$ cat config.mk
export PLATFORM = sky130hd
export DESIGN_NAME = length_prefixed_packet_deframer_ack_unit
export DESIGN_NICKNAME = d
export VERILOG_FILES = /design/src/design/lppd_pkg.sv /design/src/design/lppd_front.sv /design/src/design/lppd_cmd_fifo.sv /design/src/design/lppd_back.sv /design/src/design/length_prefixed_packet_deframer_ack_unit.sv
export SDC_FILE = /design/constraint.sdc
export NUM_CORES = 1
export LEC_CHECK = 0
export BUFFER_PORTS_ARGS = -buffer_cell sky130_fd_sc_hd__buf_2
export CORE_UTILIZATION = 60
export CTS_CLUSTER_SIZE = 8
export DETAILED_ROUTE_END_ITERATION = 10
export PLACE_DENSITY = 0.79
export SETUP_SLACK_MARGIN = 0.2
export SLEW_MARGIN = 25
export SYNTH_ARGS = -nofsm -noshare
export SYNTH_HDL_FRONTEND = slang
export SYNTH_SLANG_ARGS = --single-unit
$ cat constraint.sdc
create_clock -name clk -period 7.65 [get_ports clk]
set_input_delay 1.53 -clock clk [delete_from_list [all_inputs] [get_ports clk]]
set_output_delay 1.53 -clock clk [all_outputs]
set_load 0.1 [all_outputs]
$ cat src/design/lppd_pkg.sv
// Package for the length-prefixed packet deframer with acknowledge.
// Holds result kind codes, frame constants and the command type passed from the parser
// to the result sequencer. It depends on nothing.
`default_nettype none

package lppd_pkg;

	// Result kind codes as they appear on the kind port.
	localparam logic [1:0] KIND_PAYLOAD = 2'd0;
	localparam logic [1:0] KIND_STATUS  = 2'd1;
	localparam logic [1:0] KIND_ACK     = 2'd2;

	// Frame and acknowledge byte values.
	localparam logic [7:0] TERM_BYTE = 8'hA5;
	localparam logic [7:0] ACK_HEAD  = 8'h01;
	localparam logic [7:0] ACK_MARK  = 8'hAA;

	// Default depth of the command queue between parser and sequencer.
	localparam int CMD_DEPTH = 4;

	// What the sequencer has to do for one queued command.
	typedef enum logic [1:0] {
		CMD_PAYLOAD,
		CMD_GOOD,
		CMD_BAD
	} cmd_kind_t;

	typedef struct packed {
		cmd_kind_t  kind;
		logic [7:0] byte_value;
		logic [7:0] byte_index;
		logic [7:0] opcode;
		logic [7:0] length;
	} cmd_t;

endpackage

`default_nettype wire

$ cat src/design/lppd_front.sv
// Frame parser: tracks the frame layout byte by byte and emits one command per byte that
// causes results. Depends on lppd_pkg.
`default_nettype none

module lppd_front (
	input  wire              clk,
	input  wire              arst_n,
	input  wire              take,
	input  wire  [7:0]       rx_byte,
	output logic             cmd_valid,
	output lppd_pkg::cmd_t   cmd
);
	import lppd_pkg::*;

	typedef enum logic [1:0] {
		PH_LEN,
		PH_OPC,
		PH_DATA,
		PH_TERM
	} phase_t;

	phase_t     phase_q;
	logic [7:0] length_q;
	logic [7:0] opcode_q;
	logic [7:0] count_q;
	logic [7:0] count_inc;

	assign count_inc = count_q + 8'd1;

	// Command for the byte on the input this cycle; only used when take is high.
	always_comb begin
		cmd_valid      = 1'b0;
		cmd.kind       = CMD_PAYLOAD;
		cmd.byte_value = rx_byte;
		cmd.byte_index = count_q;
		cmd.opcode     = opcode_q;
		cmd.length     = length_q;
		unique case (phase_q)
			PH_DATA: begin
				cmd_valid = take;
			end
			PH_TERM: begin
				cmd_valid = take;
				cmd.kind  = (rx_byte == TERM_BYTE) ? CMD_GOOD : CMD_BAD;
			end
			default: begin
				cmd_valid = 1'b0;
			end
		endcase
	end

	always_ff @(posedge clk or negedge arst_n) begin
		if (!arst_n) begin
			phase_q  <= PH_LEN;
			length_q <= '0;
			opcode_q <= '0;
			count_q  <= '0;
		end else if (take) begin
			unique case (phase_q)
				PH_LEN: begin
					length_q <= rx_byte;
					count_q  <= '0;
					phase_q  <= PH_OPC;
				end
				PH_OPC: begin
					opcode_q <= rx_byte;
					count_q  <= '0;
					phase_q  <= (length_q == 8'd0) ? PH_TERM : PH_DATA;
				end
				PH_DATA: begin
					count_q <= count_inc;
					if (count_inc >= length_q) begin
						phase_q <= PH_TERM;
					end
				end
				default: begin
					count_q <= '0;
					phase_q <= PH_LEN;
				end
			endcase
		end
	end

	// Payload is only ever collected for a frame with a nonzero length.
	a_data_has_length: assert property (@(posedge clk) disable iff (!arst_n)
		phase_q == PH_DATA |-> length_q != 8'd0)
		else $error("payload phase entered with zero length");

endmodule

`default_nettype wire

$ cat src/design/lppd_cmd_fifo.sv
// Small command queue between the frame parser and the result sequencer.
// Register storage with read and write pointers. Depends on lppd_pkg.
`default_nettype none

module lppd_cmd_fifo #(
	parameter int Depth = lppd_pkg::CMD_DEPTH
) (
	input  wire              clk,
	input  wire              arst_n,
	input  wire              wr_en,
	input  lppd_pkg::cmd_t   wr_cmd,
	input  wire              rd_en,
	output lppd_pkg::cmd_t   rd_cmd,
	output logic             full,
	output logic             empty
);
	import lppd_pkg::*;

	localparam int PtrW = (Depth > 1) ? $clog2(Depth) : 1;
	localparam int CntW = $clog2(Depth + 1);

	cmd_t            mem_q [Depth];
	logic [PtrW-1:0] wr_ptr_q;
	logic [PtrW-1:0] rd_ptr_q;
	logic [CntW-1:0] count_q;
	logic            do_wr;
	logic            do_rd;

	assign full   = (count_q == CntW'(Depth));
	assign empty  = (count_q == '0);
	assign do_wr  = wr_en && !full;
	assign do_rd  = rd_en && !empty;
	assign rd_cmd = mem_q[rd_ptr_q];

	always_ff @(posedge clk) begin
		if (do_wr) begin
			mem_q[wr_ptr_q] <= wr_cmd;
		end
	end

	always_ff @(posedge clk or negedge arst_n) begin
		if (!arst_n) begin
			wr_ptr_q <= '0;
			rd_ptr_q <= '0;
			count_q  <= '0;
		end else begin
			if (do_wr) begin
				wr_ptr_q <= (wr_ptr_q == PtrW'(Depth - 1)) ? '0 : wr_ptr_q + 1'b1;
			end
			if (do_rd) begin
				rd_ptr_q <= (rd_ptr_q == PtrW'(Depth - 1)) ? '0 : rd_ptr_q + 1'b1;
			end
			if (do_wr && !do_rd) begin
				count_q <= count_q + 1'b1;
			end else if (do_rd && !do_wr) begin
				count_q <= count_q - 1'b1;
			end
		end
	end

endmodule

`default_nettype wire

$ cat src/design/lppd_back.sv
// Result sequencer: expands each queued command into one or five results and holds the
// oldest result in an output register. Depends on lppd_pkg.
`default_nettype none

module lppd_back (
	input  wire              clk,
	input  wire              arst_n,
	input  wire              cmd_avail,
	input  lppd_pkg::cmd_t   cmd,
	output logic             cmd_done,
	input  wire              pop,
	output logic             empty,
	output logic [1:0]       kind,
	output logic [7:0]       byte_value,
	output logic [7:0]       byte_index,
	output logic [7:0]       frame_opcode,
	output logic [7:0]       frame_length,
	output logic             frame_good,
	output logic             last
);
	import lppd_pkg::*;

	// Positions within the five results of a good frame.
	localparam logic [2:0] STEP_STATUS = 3'd0;
	localparam logic [2:0] STEP_HEAD   = 3'd1;
	localparam logic [2:0] STEP_MARK   = 3'd2;
	localparam logic [2:0] STEP_OPCODE = 3'd3;
	localparam logic [2:0] STEP_TERM   = 3'd4;

	logic [2:0] step_q;
	logic       out_valid_q;
	logic       load;
	logic       final_step;
	logic [1:0] nx_kind;
	logic [7:0] nx_value;
	logic [7:0] nx_index;
	logic       nx_good;

	assign load     = cmd_avail && (!out_valid_q || pop);
	assign cmd_done = load && final_step;
	assign empty    = !out_valid_q;

	always_comb begin
		final_step = 1'b1;
		nx_kind    = KIND_PAYLOAD;
		nx_value   = 8'd0;
		nx_index   = 8'd0;
		nx_good    = 1'b0;
		unique case (cmd.kind)
			CMD_PAYLOAD: begin
				nx_value = cmd.byte_value;
				nx_index = cmd.byte_index;
			end
			CMD_BAD: begin
				nx_kind = KIND_STATUS;
			end
			CMD_GOOD: begin
				nx_good    = 1'b1;
				final_step = (step_q == STEP_TERM);
				nx_kind    = KIND_ACK;
				case (step_q)
					STEP_STATUS: nx_kind  = KIND_STATUS;
					STEP_HEAD:   nx_value = ACK_HEAD;
					STEP_MARK:   nx_value = ACK_MARK;
					STEP_OPCODE: nx_value = cmd.opcode;
					default:     nx_value = TERM_BYTE;
				endcase
			end
			default: begin
				nx_kind = KIND_STATUS;
			end
		endcase
	end

	always_ff @(posedge clk or negedge arst_n) begin
		if (!arst_n) begin
			step_q      <= STEP_STATUS;
			out_valid_q <= 1'b0;
		end else begin
			if (load) begin
				out_valid_q <= 1'b1;
				step_q      <= final_step ? STEP_STATUS : step_q + 3'd1;
			end else if (pop) begin
				out_valid_q <= 1'b0;
			end
		end
	end

	always_ff @(posedge clk) begin
		if (load) begin
			kind         <= nx_kind;
			byte_value   <= nx_value;
			byte_index   <= nx_index;
			frame_opcode <= cmd.opcode;
			frame_length <= cmd.length;
			frame_good   <= nx_good;
			last         <= final_step;
		end
	end

	// A partly expanded good frame stays at the queue head until its last result.
	a_step_on_good: assert property (@(posedge clk) disable iff (!arst_n)
		step_q != STEP_STATUS |-> cmd_avail && cmd.kind == CMD_GOOD)
		else $error("sequencer step set without a good frame at the head");

	a_step_range: assert property (@(posedge clk) disable iff (!arst_n)
		step_q <= STEP_TERM)
		else $error("sequencer step out of range");

	a_ack_follows: assert property (@(posedge clk) disable iff (!arst_n)
		load && cmd.kind == CMD_GOOD && step_q == STEP_STATUS |=>
		out_valid_q && kind == KIND_STATUS && frame_good && !last)
		else $error("good status not presented ahead of acknowledge bytes");

endmodule

`default_nettype wire

$ cat src/design/length_prefixed_packet_deframer_ack_unit.sv
// Length-prefixed packet deframer with acknowledge, top level.
// A byte that causes results is queued as a command; its results go out through the output register.
// Throughput: one byte per cycle while the FIFO has room; results leave at one per cycle while popped.
// A good terminator's command holds the FIFO head for its five results while bytes queue behind.
// Reset (arst_n low, asynchronous) empties all queues and returns the parser to the length byte.
// Depends on lppd_pkg, lppd_front, lppd_cmd_fifo and lppd_back.
`default_nettype none

module length_prefixed_packet_deframer_ack_unit #(
	parameter int CmdDepth = lppd_pkg::CMD_DEPTH
) (
	input  wire        clk,
	input  wire        arst_n,
	input  wire        push,
	output logic       full,
	input  wire  [7:0] rx_byte,
	output logic       empty,
	input  wire        pop,
	output logic [1:0] kind,
	output logic [7:0] byte_value,
	output logic [7:0] byte_index,
	output logic [7:0] frame_opcode,
	output logic [7:0] frame_length,
	output logic       frame_good,
	output logic       last
);
	import lppd_pkg::*;

	// The parser takes a byte whenever the command FIFO has room. Bytes that cause no
	// result (length and opcode) are also held back while the FIFO is full, which keeps
	// the input side simple; the FIFO drains at one result per cycle while results are popped.
	logic fifo_full;
	logic fifo_empty;
	logic take;
	logic enq_valid;
	cmd_t enq_cmd;
	cmd_t head_cmd;
	logic head_done;

	assign full = fifo_full;
	assign take = push && !fifo_full;

	// Front end: parses the frame layout and classifies each byte into a command.
	lppd_front u_front (
		.clk       (clk),
		.arst_n    (arst_n),
		.take      (take),
		.rx_byte   (rx_byte),
		.cmd_valid (enq_valid),
		.cmd       (enq_cmd)
	);

	// The command queue decouples the parser from the result sequencer, so bytes can keep
	// arriving while a good terminator's five results go out, until the queue is full.
	lppd_cmd_fifo #(
		.Depth (CmdDepth)
	) u_cmd_fifo (
		.clk    (clk),
		.arst_n (arst_n),
		.wr_en  (enq_valid),
		.wr_cmd (enq_cmd),
		.rd_en  (head_done),
		.rd_cmd (head_cmd),
		.full   (fifo_full),
		.empty  (fifo_empty)
	);

	// Back end: turns each command into its results, one per cycle while the output is
	// empty or popped, and holds the oldest result on the output ports until it is popped.
	lppd_back u_back (
		.clk          (clk),
		.arst_n       (arst_n),
		.cmd_avail    (!fifo_empty),
		.cmd          (head_cmd),
		.cmd_done     (head_done),
		.pop          (pop),
		.empty        (empty),
		.kind         (kind),
		.byte_value   (byte_value),
		.byte_index   (byte_index),
		.frame_opcode (frame_opcode),
		.frame_length (frame_length),
		.frame_good   (frame_good),
		.last         (last)
	);

endmodule

`default_nettype wire

**Word-level counts from Yosys, hierarchy flattened**

Memories as Yosys holds them, arrays and structs flattened.
Cells that the tools add are included.

- Flip-flop bits (word level): 73
- RAM bits: 136
- Bits of input ports: 12
- Output and inout port bits: 38
- Memories: 1

- $add $sub $neg: 6
- $lt $le $gt $ge: 1
- Equality and inequality tests: 13
- Multiplexer cells: 22
- Reductions and logical operators: 24

Memory list:

| name | depth | width | read ports | clocked after memory_dff | wr ports | line | RTL |
|---|---|---|---|---|---|---|---|
| u_cmd_fifo.mem_q | 4 | 34 | 1 | 0 | 1 | lppd_cmd_fifo.sv:22 | `cmd_t mem_q [Depth];` |

Operator list:

| cell | number |
|---|---|
| 8-bit case mux with 4 select lines | 1 |
| 8-bit case mux with 2 select lines | 1 |
| 2-bit two-way mux | 6 |
| 3-bit two-way mux | 3 |
| 8-bit by 1-bit adder with 8-bit output, second input constant | 1 |
| 2-bit equality test, second input constant | 4 |
| 8-bit equality test, second input constant | 1 |
| 8-bit >= comparator | 1 |
| 8-bit logical NOT | 1 |
| 1-bit two-way mux | 8 |
| 8-bit two-way mux | 1 |
| 1-bit logical AND | 7 |
| 3-bit by 1-bit adder with 3-bit output, second input constant | 2 |
| 3-bit by 2-bit equality test with 1-bit output, second input constant | 2 |
| 3-bit equality test, second input constant | 2 |
| 3-bit logical NOT | 2 |
| 2-bit case mux with 3 select lines | 1 |
| 2-bit AND reduction | 3 |
| 1-bit logical NOT | 5 |
| 2-bit by 1-bit adder with 2-bit output, second input constant | 2 |
| 2-bit by 1-bit equality test with 1-bit output, second input constant | 2 |
| 2-bit logical NOT | 2 |
| 2-bit case mux with 2 select lines | 1 |
| 2-bit nonzero test | 2 |
| other kinds (5) | 5 |

**Logic depth before layout (Yosys ltp)**

Gate-level depths: netlist of the first run.

- Depth in word-level cells: 9
- Mapped depth: 11

**Modules after synthesis**

A second synthesis of the first run with hierarchy kept.

- Cell total of the unflattened synthesis: 464
- Area total of the unflattened synthesis: 8533.2 um^2

Modules (own cells, without submodules):

| module | times used | cells an instance | area an instance (um^2) |
|---|---|---|---|
| lppd_cmd_fifo | 1 | 215 | 5392.7 |
| lppd_back | 1 | 107 | 1615.3 |
| lppd_front | 1 | 140 | 1507.7 |
| length_prefixed_packet_deframer_ack_unit | 1 | 2 | 17.5 |

**Least setup slack after synthesis of the first run**

No wires, ideal clock.

- Path type: register to register
- Start point: register u_cmd_fifo.count_q[0]
- End point: register u_cmd_fifo.count_q[1]
- Library setup time: 0.125 ns
- Arrival time: 4.255 ns
- Required time: 7.525 ns
- Slack: 3.271 ns
- Cell stages (with the launch flop): 9
- Buffers on the path: 1
- Period minus slack after synthesis: 4.379 ns
- Cell sequence: dfrtp_1 nor3b_1 nand2b_1 buf_2 nor2_1 ha_1 inv_1 fa_1 mux2_2

- Longest elaborated chain between the ends: 8
- Elaborated cells between the ends (all ways): 19
- Those cells by class: add/sub: 2; eq/ne: 1; mux: 3; reduce/logical: 13

RTL lines:

| what | line | RTL |
|---|---|---|
| from (decl) | lppd_cmd_fifo.sv:25 | `logic [CntW-1:0] count_q;` |
| from (signal assigned) | lppd_cmd_fifo.sv:54 | `count_q <= count_q + 1'b1;` |
| from (signal assigned) | lppd_cmd_fifo.sv:56 | `count_q <= count_q - 1'b1;` |
| 3-bit equality test (*) | lppd_cmd_fifo.sv:29 | `assign full = (count_q == CntW'(Depth));` |
| named net full | length_prefixed_packet_deframer_ack_unit.sv:15 | `output logic full,` |
| 1-bit logical NOT (*) | lppd_cmd_fifo.sv:31, length_prefixed_packet_deframer_ack_unit.sv:41 |  |
| 1-bit logical AND | length_prefixed_packet_deframer_ack_unit.sv:41 | `assign take = push && !fifo_full;` |
| 1-bit two-way mux | lppd_front.sv:38 | `unique case (phase_q)` |
| 1-bit logical AND (*) | lppd_cmd_fifo.sv:31 | `assign do_wr = wr_en && !full;` |
| named net u_cmd_fifo.do_wr | lppd_cmd_fifo.sv:26 | `logic do_wr;` |
| 1-bit logical NOT | lppd_cmd_fifo.sv:55 | `end else if (do_rd && !do_wr) begin` |
| 1-bit logical AND | lppd_cmd_fifo.sv:55 |  |
| 2-bit nonzero test (no source line) | - |  |

The timed path passes the listed nets; every way through them passes the cells marked *. The select of a mux whose other input is x is not followed.
A chain may end at the register's enable or synchronous reset.

**Worst setup path after layout of the first run**

- Start point: register u_cmd_fifo.count_q[1]
- End point: output full

- Longest elaborated chain between the ends: 1

RTL lines:

| what | line |
|---|---|
| 3-bit equality test | lppd_cmd_fifo.sv:29 |
| to (decl) | length_prefixed_packet_deframer_ack_unit.sv:15 |

No other way between the ends.

==> flow_summary_export.csv, run 1 <==
group,metric,value,unit
timing,setup_ws,4.32,ns
yosys,synth_common_cells,"edfxtp_1 (172), dfrtp_1 (37), mux4_2 (34)",
timing,skew,0.0164,ns
clock_network,clock-sinks,209,
timing,finalCriticalPeriod,3.33,ns
clock_network,postCtsHoldBufs,0,
clock_network,clockBufferDepth,3,
timing,rsz0062_at_grt,"no",
placed_design,preCtsSetupSlack,4.06,ns
die,die_w,120,um
worst_setup_path,r2r_start,"u_cmd_fifo.rd_ptr_q[0]$_DFFE_PN0P_",
worst_setup_path,r2r_setup_slack,4.78,ns
clock_network,cts_root_buf,"clkbuf_16",
clock_network,cts_tree,"built",
die,fp.dieH,120,um
die,core,13500,sq um
yosys,postSynthAreaPerCell,18.1,sq um
yosys,synth_largest_area_cell,"edfxtp_1",
run,cap_viol_max_count,0,
global_route,antenna_found_initial,0,
final_layout,regArea,6090,sq um
route,viasPerCell,5.97,
timing,tns,0,ns
clock_network,path_clk_slew,0.05,ns
timing,setup_viol,0,
placed_design,dp_hpwl,9120,um
yosys,syn_area,8400,sq um
yosys,synth_cell_type_count,46,
global_route,grt_pass1_vias,4720,
route,totalWireLength,15900,um
timing,tightest_slew,0.606,ns
route,first_pass_iters,5,
route,routedWlPerCell,21.5,um
clock_network,numCtsBuffers,30,
yosys,synthCells,465,
route,num_vias,4405,
global_route,grt_pass1_wl,25400,um
yosys,synth_most_common_cell,"edfxtp_1",
clock_network,post-cts-setup-buffers,0,
clock_network,ctsResizeCount,0,
die,io_pins,50,
die,dieArea,14500,sq um
die,num_rows,42,
global_route,grt-ovfl-total,0,
worst_setup_path,worstPathRequired,6.12,ns
yosys,synth_edf_count,172,
placed_design,gp_congestion,0.838,
route,drtAntennaViolNets,0,
route,drc,0,
placed_design,port_buffers,49,
final_layout,syn2layout_area_growth,15.8,%
global_route,track_usage,23.4,%
worst_setup_path,cp-startpoint,"u_cmd_fifo.count_q[1]$_DFFE_PN0P_",
final_layout,diodes,0,
route,first_iter_violations,255,
worst_setup_path,reg2reg_to,"u_cmd_fifo.count_q[2]$_DFFE_PN0P_",
worst_setup_path,critPathMaxFanout,4,
clock_network,htree_levels,1,
worst_setup_path,crit_arrival,1.80,ns
final_layout,multiInputGateArea,2170,sq um
timing,slew_headroom,59.5,%
worst_setup_path,worstSetupEndpointType,"primary output",
worst_setup_path,endpoint,"full",
clock_network,clk_latency,0.53,ns
global_route,grt_max_degree,44,
die,start_util,62.5,%
final_layout,fillers,789,
yosys,synthArstFlopShare,17.7,%
yosys,yosysWarningCount,0,
worst_setup_path,ff2ff_path_depth,10,
timing,hold_viol,0,
worst_hold_path,hp-class,"reg -> reg",
timing,fmax,300,MHz
yosys,ys_top_cells_by_area,"edfxtp_1 (61%), dfrtp_1 (11%), mux4_2 (9.1%)",
timing,finalCritPeriodShare,43.6,%
yosys,ys_seq_area_share,72.5,%
yosys,ys_ff_latch,209,
worst_setup_path,crit_path_start_kind,"flip-flop",
worst_setup_path,setup.worst_path.class,"reg -> out",
yosys,synth_top_area_share,61.5,%
yosys,syn_nets,503,
final_layout,nets,576,
final_layout,drive_gt1_share,26.7,%
timing,whs,0.521,ns
worst_hold_path,hold_start,"u_front.opcode_q[7]$_DFFE_PN0P_",
outcome,outcome,"complete, no violations",
yosys,synth-main-ff-cell,"edfxtp_1",
timing,finalMaxSlewViolations,0,
-- how the worst min path moves through the flow --
stage / slack (ns) / end / cells after the start
3_5_place_dp: 0.51 / u_cmd_fifo.count_q[2]$_DFFE_PN0P_ / 1
4_1_cts: 0.52 / u_cmd_fifo.mem_q[1][15]$_DFFE_PP_ / 0
2_1_floorplan: 0.46 / u_cmd_fifo.count_q[2]$_DFFE_PN0P_ / 1
5_1_grt: 0.55 / u_cmd_fifo.mem_q[3][14]$_DFFE_PP_ / 0
3_3_place_gp: 0.47 / u_cmd_fifo.count_q[2]$_DFFE_PN0P_ / 1
6_report: 0.52 / u_cmd_fifo.mem_q[1][15]$_DFFE_PP_ / 0
-- cell usage in the layout (no fill, tap or decap), types with 12 or more instances in the layout --
master,count
nand2_1,25
inv_1,20
edfxtp_1,172
ha_1,25
clkbuf_16,31
mux2_2,20
nand3_1,12
mux4_2,34
dfrtp_1,36
o21ai_0,16
clkbuf_1,24
buf_2,48
-- routing by layer --
| metal | share of wire (%) | vias to the layer above | global-route usage [%] |
|---|---|---|---|
| li1 | - | 1943 | - |
| met2 | 52 | 177 | 40.3 |
| met5 | 0 | - | 0 |
| met4 | 1.8 | 0 | 7.79 |
| met1 | 40 | 2256 | 30.6 |
| met3 | 6.0 | 29 | 4.01 |
-- through the flow --
stage / area, sq um / util [%] / std cells
final: 9730 / 72.3 / 738
after global routing: 9730 / 72.3 / 738
after floorplan: 8400 / - / 465
after CTS: 9730 / 72.3 / 738
after global placement: 8850 / 65.8 / 682
after detailed placement: 8850 / 65.8 / 682
-- registers in the layout, summed over array words and instances (netlist names), 8 cells and up --
register and count:
u_back.byte_index 8, u_back.byte_value 8, u_back.frame_length 8, u_back.frame_opcode 8, u_cmd_fifo.mem_q 136, u_front.count_q 8
u_front.length_q 8, u_front.opcode_q 8
-- logic make-up after synthesis --
logic type	synth area share (%)
compound gates	2.89
xor+xnor	0.834
fa+ha+maj	3.96
buf+inv	1.79
flops	72.5
mux	12.3
simple gates	5.76
-- critical path: stages (launching register included) --
cell and delay, ns:
dfrtp_1 0.43, nor3b_1 0.35, buf_2 0.50
-- cell type report --
class,count,share of cell area (%)
sequential,209,62.6
multi-input combinational,221,22.3
clock buffer,55,8.90
timing repair buffer,56,3.09
tap,176,2.26
inverter,20,0.772
clock inverter,1,0.0900
Power of run 1 is left out: the tool's default activity adds up to more than one toggle a clock period on the data nets, which glitch-free logic cannot reach.
==> run 2: changes to the inputs <==
clock period = 3.1 ns   (was 7.65 ns; I/O delays follow)
==> run 2 against run 1 <==
  * Count of clock-buffer cells in the layout is 1 lower
  * Highest routed layer unchanged
  * Clock skew is 0.013 ns higher
  * Cell count is 1.1% higher
  * First-iteration DRC count grew 31%
  * Flip-flop and latch count did not move
  * Worst setup slack got worse by 3.8 ns
  * Largest cell class unchanged
==> flow_summary_export.csv, run 2 (synthesis gave the netlist of run 1 again) <==
group,metric,value,unit
worst_setup_path,crit_path_start_kind,"flip-flop",
worst_setup_path,r2r_start,"u_cmd_fifo.rd_ptr_q[0]$_DFFE_PN0P_",
timing,finalCritPeriodShare,83.0,%
route,first_pass_iters,5,
worst_setup_path,cp-startpoint,"u_cmd_fifo.rd_ptr_q[0]$_DFFE_PN0P_",
clock_network,htree_levels,1,
worst_setup_path,r2r_setup_slack,0.53,ns
die,num_rows,42,
worst_setup_path,critPathMaxFanout,7,
final_layout,syn2layout_area_growth,16.6,%
final_layout,diodes,0,
clock_network,clockBufferDepth,3,
global_route,track_usage,22.9,%
timing,setup_viol,0,
route,viasPerCell,5.83,
die,core,13500,sq um
global_route,grt_pass1_wl,24600,um
worst_setup_path,setup.worst_path.class,"reg -> reg",
global_route,grt_max_degree,43,
worst_setup_path,crit_arrival,3.02,ns
worst_setup_path,endpoint,"u_cmd_fifo.count_q[2]$_DFFE_PN0P_",
clock_network,clk_latency,0.54,ns
final_layout,top_register,"u_cmd_fifo.mem_q",
worst_setup_path,critical-path-top-delay-family,"multiplexers",
global_route,grt_pass1_vias,4637,
die,dieArea,14500,sq um
timing,tns,0,ns
timing,tightest_slew,0.934,ns
clock_network,cts_tree,"built",
run,cap_viol_max_count,0,
final_layout,mostFrequentLayoutCells,"edfxtp_1 (172), buf_2 (49), dfrtp_1 (36)",
route,first_iter_violations,333,
worst_setup_path,critPathBufInv,1,
final_layout,mostFrequentLayoutCell,"edfxtp_1",
worst_setup_path,ff2ff_path_depth,10,
die,start_util,62.5,%
die,fp.dieH,120,um
worst_setup_path,slowest_stage,"mux4_2",
worst_setup_path,worstSetupEndpointType,"flip-flop",
worst_setup_path,cp.depth,10,
global_route,antenna_found_initial,0,
worst_setup_path,worstPathRequired,3.55,ns
timing,slew_headroom,37.7,%
route,totalWireLength,15300,um
final_layout,largest_reg_flops,136,
placed_design,gp_congestion,0.765,
clock_network,cts_root_buf,"clkbuf_16",
route,routedWlPerCell,20.6,um
clock_network,path_clk_slew,0.05,ns
worst_setup_path,reg2reg_to,"u_cmd_fifo.count_q[2]$_DFFE_PN0P_",
route,num_vias,4351,
worst_hold_path,hp-class,"in -> async",
placed_design,dp_hpwl,9350,um
final_layout,drive_gt1_share,28.1,%
timing,whs,0.225,ns
placed_design,port_buffers,49,
route,drc,0,
final_layout,fillers,812,
die,io_pins,50,
outcome,outcome,"complete, no violations",
timing,finalMaxSlewViolations,0,
global_route,grt-ovfl-total,0,
timing,rsz0062_at_grt,"no",
timing,fmax,389,MHz
timing,hold_viol,0,
timing,finalCriticalPeriod,2.57,ns
clock_network,clock-sinks,209,
final_layout,nets,584,
worst_setup_path,crit_chain,"mux4_2 -> nor2b_4 -> nand2_4 -> nand2_4 -> ha_1 -> inv_1 -> fa_1 -> xor2_1 -> nor2_1 -> xor2_1",
worst_setup_path,max_stage_delay,0.63,ns
die,die_w,120,um
timing,skew,0.0298,ns
clock_network,numCtsBuffers,30,
route,drtAntennaViolNets,0,
[run 2: final cells by class]
| cell class | count | area, sq um | share of cell area [%] |
|---|---|---|---|
| sequential | 209 | 6090 | 62.2 |
| multi-input combinational | 221 | 2180 | 22.3 |
| clock buffer | 54 | 841 | 8.59 |
| timing repair buffer | 64 | 358 | 3.65 |
| tap | 176 | 220 | 2.25 |
| inverter | 20 | 75.1 | 0.767 |
| clock inverter | 2 | 25.0 | 0.256 |
[run 2: how the worst min path moves through the flow]
stage	to	slack, ns	cells after the start
final	u_front.count_q[1]$_DFFE_PN0P_	0.22	1
after global routing	u_front.count_q[1]$_DFFE_PN0P_	0.28	1
after CTS	u_front.count_q[1]$_DFFE_PN0P_	0.24	1
after detailed placement	u_cmd_fifo.count_q[2]$_DFFE_PN0P_	0.50	1
after global placement	u_cmd_fifo.mem_q[3][12]$_DFFE_PP_	0.48	0
after floorplan	u_back.out_valid_q$_DFFE_PN0P_	0.32	0
[run 2: metrics by stage]
| stage | std cells | area (sq um) | util [%] | setup slack [ns] |
|---|---|---|---|---|
| 6_report | 746 | 9790 | 72.8 | 0.527 |
| 5_1_grt | 746 | 9790 | 72.8 | 0.336 |
| 4_1_cts | 744 | 9780 | 72.7 | 0.354 |
| 3_5_place_dp | 688 | 8910 | 66.2 | 0.387 |
| 3_3_place_gp | 688 | 8910 | 66.2 | 0.446 |
| 2_1_floorplan | 465 | 8420 | - | 0.210 |
[run 2: repair_timing]
item	in CTS	in global routing
gates resized for setup	0	1
setup buffers	0	2
endpoints found under the setup margin	0	1
hold buffers	0	0
[run 2: per-layer routing]
metal  GRT usage [%]  vias up  part of all wire [%]
met2            39.3      151                    52
met5               0        -                     0
li1                -     1969                     -
met4            8.56        0                   2.3
met1            29.4     2203                    39
met3            4.15       28                   6.4
Power of run 2 is left out for the same reason.
==> run 3: changes to the inputs <==
ABC_AREA = 1   (was unset)
clock period = 2.7 ns   (was 3.1 ns; I/O delays follow)
==> run 3 against run 2 <==
  * Sequential share of layout area decreased by 1.4 points
  * Cell count grew 32%
  * Non-clock buffer count rose by 2
  * Synthesized cell count increased by 52%
  * Global-route usage up 3.6 points
  * Worst setup slack worse by 0.19 ns
  * Flip-flop and latch count unchanged
  * First-iteration DRC count increased by 56%
  * Fmax up 8.7%
  * Routed wire length is 21% higher
  * Area after synthesis increased by 2.9%
  * Highest routed layer unchanged
==> flow_summary_export.csv, run 3 <==
group,metric,value,unit
outcome,outcome,"complete, no violations",
worst_setup_path,slowest_stage,"dfrtp_2",
yosys,postSynthAreaPerCell,12.2,sq um
die,num_rows,43,
final_layout,drive_gt1_share,16.5,%
route,drtAntennaViolNets,0,
timing,fmax,422,MHz
yosys,synth_largest_area_cell,"edfxtp_1",
worst_setup_path,crit_path_start_kind,"flip-flop",
die,start_util,61.8,%
global_route,track_usage,26.5,%
final_layout,largest_reg_flops,136,
worst_setup_path,crit_chain,"inv_8 -> nand2_1 -> nand3_1 -> nand2_1 -> inv_2 -> nand3_4 -> nand2_2 -> ha_2 -> inv_1 -> fa_2 -> a21oi_2 -> o21ai_1 -> xor2_1",
timing,rsz0062_at_grt,"yes",
run,cap_viol_max_count,0,
yosys,synth_common_cells,"edfxtp_1 (172), nand2_1 (123), nor2_1 (92)",
route,num_vias,5737,
worst_setup_path,crit_arrival,2.78,ns
yosys,synth_cell_type_count,33,
final_layout,top_register,"u_cmd_fifo.mem_q",
yosys,yosysWarningCount,0,
yosys,ys_ff_latch,209,
timing,tightest_slew,0.910,ns
worst_setup_path,r2r_start,"u_cmd_fifo.rd_ptr_q[0]$_DFFE_PN0P_",
final_layout,final_area,10000,sq um
yosys,synth_top_area_share,59.7,%
global_route,grt_max_degree,45,
clock_network,cts_tree,"built",
yosys,synth_edf_count,172,
route,first_iter_violations,520,
final_layout,fillers,899,
die,dieArea,14900,sq um
die,die_w,122,um
yosys,synthCells,709,
worst_hold_path,hp-class,"in -> async",
timing,slew_headroom,39.3,%
placed_design,port_buffers,49,
final_layout,syn2layout_area_growth,16.0,%
route,drc,0,
die,core,14000,sq um
final_layout,mostFrequentLayoutCell,"edfxtp_1",
worst_setup_path,worstSetupEndpointType,"flip-flop",
timing,finalMaxSlewViolations,0,
route,routedWlPerCell,18.8,um
placed_design,placed_cell_area,9130,sq um
yosys,ys_top_cells_by_area,"edfxtp_1 (60%), dfrtp_1 (11%), nand2_1 (5.3%)",
route,totalWireLength,18600,um
timing,finalCriticalPeriod,2.37,ns
placed_design,gp_congestion,0.843,
global_route,grt-ovfl-total,0,
worst_setup_path,cp_common_cell,"nand2_1",
worst_setup_path,critPathBufInv,3,
global_route,antenna_found_initial,0,
final_layout,diodes,0,
timing,skew,0.0195,ns
timing,setup_viol,0,
final_layout,nets,820,
yosys,ys_seq_area_share,70.4,%
yosys,synthArstFlopShare,17.7,%
placed_design,dp_hpwl,11300,um
yosys,syn_nets,747,
yosys,synth-main-ff-cell,"edfxtp_1",
clock_network,cts_root_buf,"clkbuf_16",
worst_setup_path,max_stage_delay,0.48,ns
final_layout,final_cells,986,
clock_network,clockBufferDepth,3,
worst_setup_path,reg2reg_to,"u_cmd_fifo.count_q[2]$_DFFE_PN0P_",
timing,hold_viol,0,
worst_setup_path,critical-path-top-delay-family,"adder cells",
clock_network,htree_levels,1,
timing,tns,0,ns
worst_setup_path,worstPathRequired,3.11,ns
die,io_pins,50,
global_route,grt_pass1_wl,29400,um
clock_network,clk_latency,0.53,ns
clock_network,path_clk_slew,0.05,ns
final_layout,mostFrequentLayoutCells,"edfxtp_1 (172), nand2_1 (123), nor2_1 (87)",
global_route,grt_pass1_vias,5733,
yosys,syn_area,8650,sq um
clock_network,numCtsBuffers,30,
route,first_pass_iters,5,
placed_design,placed_cells,929,
yosys,synth_most_common_cell,"edfxtp_1",
worst_setup_path,ff2ff_path_depth,13,
clock_network,postCtsHoldBufs,0,
route,viasPerCell,5.82,
worst_setup_path,r2r_setup_slack,0.33,ns
die,fp.dieH,122,um
worst_setup_path,setup.worst_path.class,"reg -> reg",
final_layout,utilization,71.7,%
timing,finalCritPeriodShare,87.7,%
clock_network,clock-sinks,209,
worst_setup_path,critPathMaxFanout,18,
-- run 3: metal layers --
metal,global-route usage [%],vias up,share of wire [%]
met5,0,-,0
met4,13.2,0,3.8
met3,4.31,64,7.9
met2,44.8,310,50
met1,33.0,2747,38
li1,-,2616,-
-- run 3: final cells by class --
type | count | area (sq um) | share of cell area [%]
flip-flops and latches | 209 | 6090 | 60.8
multi-input cells | 418 | 2190 | 21.8
clock inverters | 1 | 8.76 | 0.0873
clock buffers | 55 | 866 | 8.63
repair buffers | 66 | 410 | 4.09
well taps | 180 | 225 | 2.25
inverters | 57 | 235 | 2.35
-- run 3: kinds of logic after synthesis --
logic type	Yosys count	synth area share, %
AOI/OAI and AO/OA	118	7.42
and+or+nand+nor	269	13.2
buffers and inverters	82	4.53
DFF	209	70.4
adders and majority gates	26	3.85
xor gates and xnor gates	5	0.506
-- run 3: repair_timing --
action / 4_1_cts / 5_1_grt
endpoints found under the hold margin: 0 / 0
setup buffers: 0 / 1
gates resized for setup: 1 / 7
setup endpoints to repair: 1 / 3
-- run 3: worst max-delay path by stage --
stage | start | end | slack [ns] | cells after the start
after floorplan | u_cmd_fifo.count_q[0]$_DFFE_PN0P_ | u_cmd_fifo.mem_q[3][0]$_DFFE_PP_ | -0.03 | 6
after global placement | u_cmd_fifo.rd_ptr_q[0]$_DFFE_PN0P_ | u_cmd_fifo.count_q[2]$_DFFE_PN0P_ | 0.38 | 13
after detailed placement | u_cmd_fifo.rd_ptr_q[0]$_DFFE_PN0P_ | u_cmd_fifo.count_q[2]$_DFFE_PN0P_ | 0.25 | 13
after CTS | u_cmd_fifo.rd_ptr_q[0]$_DFFE_PN0P_ | u_cmd_fifo.count_q[2]$_DFFE_PN0P_ | 0.22 | 13
after global routing | u_cmd_fifo.rd_ptr_q[0]$_DFFE_PN0P_ | u_cmd_fifo.count_q[2]$_DFFE_PN0P_ | 0.17 | 13
final | u_cmd_fifo.rd_ptr_q[0]$_DFFE_PN0P_ | u_cmd_fifo.count_q[2]$_DFFE_PN0P_ | 0.33 | 13
-- run 3: per-stage QoR --
stage,setup slack (ns),hold WS (ns)
after floorplan,-0.0280,0.244
after global routing,0.175,0.223
after CTS,0.216,0.162
final,0.333,0.135
after detailed placement,0.254,0.508
after global placement,0.377,0.490
Power of run 3 is left out for the same reason.
